==> src/sv/hvg_pkg.sv <==
`timescale 1ns / 1ps
// ----------------------------------------------------------------------------
// Hemisphere vertex generator package
// Shared types, constants and helper functions of the vertex pipeline.
// ----------------------------------------------------------------------------
package hvg_pkg;

  localparam int unsigned CW = 34;
  localparam int unsigned AtanDepth = 24;
  localparam logic signed [CW-1:0] KINV_Q30 = 34'sd652032874;

  localparam logic [31:0] ATAN_TURN [AtanDepth] = '{
    32'h20000000, 32'h12E4051E, 32'h09FB385B, 32'h051111D4, 32'h028B0D43, 32'h0145D7E1,
    32'h00A2F61E, 32'h00517C55, 32'h0028BE53, 32'h00145F2F, 32'h000A2F98, 32'h000517CC,
    32'h00028BE6, 32'h000145F3, 32'h0000A2FA, 32'h0000517D, 32'h000028BE, 32'h0000145F,
    32'h00000A30, 32'h00000518, 32'h0000028C, 32'h00000146, 32'h000000A3, 32'h00000051
  };

  localparam logic [2:0] REG_SEGMENT_COUNT = 3'd0;
  localparam logic [2:0] REG_RING_COUNT    = 3'd1;
  localparam logic [2:0] REG_DOME_RADIUS   = 3'd2;
  localparam logic [2:0] REG_CENTER_X      = 3'd3;
  localparam logic [2:0] REG_CENTER_Y      = 3'd4;
  localparam logic [2:0] REG_CENTER_Z      = 3'd5;
  localparam logic [2:0] REG_FADE_GAIN     = 3'd6;

  typedef struct packed {
    logic        oor;
    logic        rfull;
    logic        sfull;
    logic        quad;
    logic [15:0] vn;
  } meta_t;

  typedef struct packed {
    logic [7:0]  rem;
    logic [31:0] quo;
  } div_lane_t;

  // Eight restoring division steps on the fraction of rem / d.
  function automatic div_lane_t div_step8(div_lane_t a, logic [7:0] d);
    logic [8:0] r2;
    div_lane_t  o;
    o = a;
    for (int i = 0; i < 8; i++) begin
      r2 = {o.rem, 1'b0};
      o.quo = {o.quo[30:0], 1'b0};
      if (r2 >= {1'b0, d}) begin
        o.rem = 8'(r2 - {1'b0, d});
        o.quo[0] = 1'b1;
      end else begin
        o.rem = r2[7:0];
      end
    end
    return o;
  endfunction

  // Round half up, then shift right by 30.
  function automatic logic signed [31:0] rnd30(logic signed [63:0] p);
    logic signed [63:0] t;
    t = (p + (64'sd1 <<< 29)) >>> 30;
    return t[31:0];
  endfunction

endpackage

==> src/sv/hvg_cordic.sv <==
`timescale 1ns / 1ps
// ----------------------------------------------------------------------------
// Hemisphere vertex generator CORDIC
// Pipelined rotation CORDIC on a turn-fraction phase, one iteration per stage.
// ----------------------------------------------------------------------------
module hvg_cordic #(
  parameter int unsigned STAGES = 16
) (
  input  logic               clk_i,
  input  logic [STAGES-1:0]  en_i,
  input  logic [31:0]        phase_i,
  output logic signed [31:0] cos_o,
  output logic signed [31:0] sin_o
);
  import hvg_pkg::*;

  logic signed [CW-1:0] x_q [STAGES];
  logic signed [CW-1:0] y_q [STAGES];
  logic signed [31:0]   z_q [STAGES];
  logic [1:0]           quad_q [STAGES];

  for (genvar s = 0; s < STAGES; s++) begin : g_stage
    logic signed [CW-1:0] x_in, y_in;
    logic signed [31:0]   z_in;
    logic [1:0]           quad_in;

    if (s == 0) begin : g_first
      assign x_in    = KINV_Q30;
      assign y_in    = '0;
      assign z_in    = $signed({2'b00, phase_i[29:0]});
      assign quad_in = phase_i[31:30];
    end else begin : g_next
      assign x_in    = x_q[s-1];
      assign y_in    = y_q[s-1];
      assign z_in    = z_q[s-1];
      assign quad_in = quad_q[s-1];
    end

    always_ff @(posedge clk_i) begin
      if (en_i[s]) begin
        quad_q[s] <= quad_in;
        if (!z_in[31]) begin
          x_q[s] <= x_in - (y_in >>> s);
          y_q[s] <= y_in + (x_in >>> s);
          z_q[s] <= z_in - $signed(ATAN_TURN[s]);
        end else begin
          x_q[s] <= x_in + (y_in >>> s);
          y_q[s] <= y_in - (x_in >>> s);
          z_q[s] <= z_in + $signed(ATAN_TURN[s]);
        end
      end
    end
  end

  logic signed [CW-1:0] xl, yl, c_full, s_full;
  assign xl = x_q[STAGES-1];
  assign yl = y_q[STAGES-1];

  always_comb begin
    unique case (quad_q[STAGES-1])
      2'd0: begin c_full = xl;  s_full = yl;  end
      2'd1: begin c_full = -yl; s_full = xl;  end
      2'd2: begin c_full = -xl; s_full = -yl; end
      default: begin c_full = yl; s_full = -xl; end
    endcase
  end

  assign cos_o = c_full[31:0];
  assign sin_o = s_full[31:0];

endmodule

==> config.mk <==
export PLATFORM = sky130hd
export DESIGN_NAME = hvg_cordic
export DESIGN_NICKNAME = d
export VERILOG_FILES = /design/src/sv/hvg_pkg.sv /design/src/sv/hvg_cordic.sv
export SDC_FILE = /design/constraint.sdc
export NUM_CORES = 2
export LEC_CHECK = 0
export BUFFER_PORTS_ARGS = -buffer_cell sky130_fd_sc_hd__clkbuf_2
export CAP_MARGIN = 20
export CORE_MARGIN = 1
export CORE_UTILIZATION = 50
export DETAILED_ROUTE_END_ITERATION = 16
export GPL_ROUTABILITY_DRIVEN = 0
export PLACE_DENSITY = 0.73
export SLEW_MARGIN = 20
export SYNTH_ARGS = -nofsm -noshare
export SYNTH_HDL_FRONTEND = slang
export SYNTH_SLANG_ARGS = --single-unit
==> constraint.sdc <==
create_clock -name clk_i -period 5.28 [get_ports clk_i]
set_clock_uncertainty 0.05 [all_clocks]
set_input_delay 0.792 -clock clk_i [delete_from_list [all_inputs] [get_ports clk_i]]
set_output_delay 0.792 -clock clk_i [all_outputs]
set_load 0.02 [all_outputs]
==> impl_metrics.json <==
{
  "status": "completed",
  "grt.total_usage_pct": 23.5,
  "synth-edff-count": 1426,
  "first_global_vias": 89748,
  "antenna_found_initial": 6,
  "area_growth_pct": 9.80,
  "die_y_um": 493,
  "chipWidth_um": 493,
  "grt_pass1_wl_um": 467000,
  "final_util_pct": 55.4,
  "syn-instance-count": 12596,
  "fmaxAchievable_mhz": 194,
  "ys_types": 88,
  "start_util_pct": 50.4,
  "avgSynthCellArea_um2": 9.55,
  "cts.root.buffer_cell": "clkbuf_16",
  "rsz0062_at_grt": "yes",
  "grt_max_degree": 125,
  "ant_nets": 0,
  "hold_viol": 0,
  "drtIter0Drc": 6768,
  "path_class": "register to output pin",
  "ys.warnings.count": 0,
  "port_buffers": 112,
  "fillCellCount": 20765,
  "setup_viol": 0,
  "ios": 113,
  "arrival_ps": 4320,
  "wirelength_um": 292000,
  "finish.net_count": 14304,
  "clk_path_buf_depth": 3,
  "final_common_cell": "edfxtp_1",
  "synth.cell_area_um2": 120000,
  "netlist.area_leader.share_pct": 35.6,
  "clkTransAtPathRegs_ps": 60,
  "core_um2": 239000,
  "slew_headroom_pct": 32.0,
  "tightest_slew_ps": 1010,
  "cts_tree": "yes",
  "cp_data_required_time_ps": 4440,
  "cap_violations": 0,
  "post_drt_via_cell_ratio": 5.86,
  "crit_path_max_incr_delay_ps": 450,
  "yosys-top-cells-area": "edfxtp_1 36%, ha_1 14%, xnor2_1 9.0%",
  "cts_max_level": 4,
  "slew_viol_final": 0,
  "drive_above_1_share_pct": 6.37,
  "synth_top_area_cell": "edfxtp_1",
  "crit_top_cell": "or3_4",
  "drc": 0,
  "num_vias": 94919,
  "yosys_most_used_dff": "edfxtp_1",
  "hold_path_class": "input port to register",
  "wire_per_inst_um": 18.0,
  "cts_made_buffers": 163,
  "period_minus_slack_ps": 5160,
  "path_cells": "or3_4 -> or4_4 -> or3_4 -> or3_4 -> or3_4 -> or3_4 -> nor3_4 -> nand2b_4 -> xor2_1 -> o21ai_1 -> buf_4",
  "rows": 179,
  "timing.final.crit_share_pct": 97.8,
  "first_pass_iters": 6,
  "path_max_fanout": 4,
  "cts_sinks": 1426,
  "critPathCaptureType": "output pin",
  "cp-start-kind": "register",
  "ys_seq_area_share_pct": 35.6,
  "syn_nets": 14005,
  "final_cell_mix": "1426 x edfxtp_1, 1322 x ha_1, 1311 x a21oi_1",
  "die_area_um2": 243000,
  "synthArstFlopShare_pct": 0,
  "slowest_stage": "or4_4",
  "ys_ff_latch": 1426,
  "dpl.hpwl_um": 231000,
  "clk_latency_ps": 860,
  "gr-total-overflow": 0,
  "whs_ps": 85.1
}
==> path summary, 6_finish.rpt <==
check	from	end	slack (ps)	cells after the start
hold reg to reg	z_q[0][0]	z_q[0][32]	370	0
setup reg to reg	x_q[0][181]	y_q[0][237]	170	17
hold / removal	phase_i[29]	z_q[0][30]	90	2
setup / recovery	y_q[1][248]	sin_o[31]	120	11
==> logic make-up (layout without fill, tap and decap cells) <==
| family | count (synthesis) | in the layout | synth area share [%] |
|---|---|---|---|
| adders and majority gates | 1360 | 1360 | 14.4 |
| and+or+nand+nor | 3260 | 3260 | 13.1 |
| DFF | 1426 | 1426 | 35.6 |
| AOI/OAI and AO/OA | 3864 | 3864 | 20.3 |
| xor gates and xnor gates | 1849 | 1849 | 13.5 |
| other | 0 | 2 | 0 |
| buffers and inverters | 735 | 1170 | 2.30 |
| muxes | 102 | 102 | 0.902 |
==> Yosys cell counts, types with 109 or more instances <==
master and n:
o31ai_1 141, o21ai_0 714, nand4_1 109, nand3_1 207
nor2b_1 200, a21o_1 610, nor2_1 924, ha_1 1322
inv_1 469, edfxtp_1 1426, a31oi_1 133, o21bai_1 147
clkbuf_1 219, xor2_1 612, xnor2_1 1237, a21oi_1 1315
nor3_1 293, o21a_1 188, nand2b_1 225, nand2_1 784
==> metal layers <==
| layer | track usage, % | routed length (um) |
|---|---|---|
| met4 | 10.6 | 13700 |
| met5 | 0 | 34 |
| met3 | 2.78 | 13900 |
| met1 | 28.8 | 123000 |
| met2 | 41.2 | 141000 |
==> registers in the layout, summed over array words and instances, names as in the netlist <==
signal	cells
z_q	446
y_q	475
x_q	473
quad_q	32
==> critical path: cells and delay by family (launching register included) <==
kind / cells / cell delay, ps
AOI/OAI and AO/OA: 1 / 80
xor gates and xnor gates: 1 / 160
buffers and inverters: 1 / 180
DFF: 1 / 390
and+or+nand+nor: 8 / 2680
==> repair_timing <==
item                                   4_1_cts  5_1_grt
setup endpoints to repair                   11       68
pin swaps                                    0       18
buffers inserted                             2        8
endpoints found under the hold margin       31        0
hold buffers                                31        0
gates resized for setup                      4       85
==> metrics by stage <==
step                setup TNS, ps  cell area, um^2  setup WS [ps]  cells
CTS                             0           132000           17.0  16190
global route                 -148           132000          -26.3  16199
detailed placement          -37.1           126000          -37.1  15856
finish                          0           132000            117  16200
global placement             -118           126000           -107  15856
floorplan                       0           120000            116  12596
==> area by class of cell <==
type	instances	area, um^2	area share, %
multi-input cells	10435	75100	56.9
clock buffers	181	4150	3.14
inverters	475	1780	1.35
diodes	2	5.00	0.00379
flip-flops and latches	1426	42800	32.4
well taps	3167	3960	3.00
clock inverters	120	1370	1.04
repair buffers	394	2900	2.19
Power is left out: the tool's default activity adds up to more than one toggle a clock period on the data nets, which glitch-free logic cannot reach.
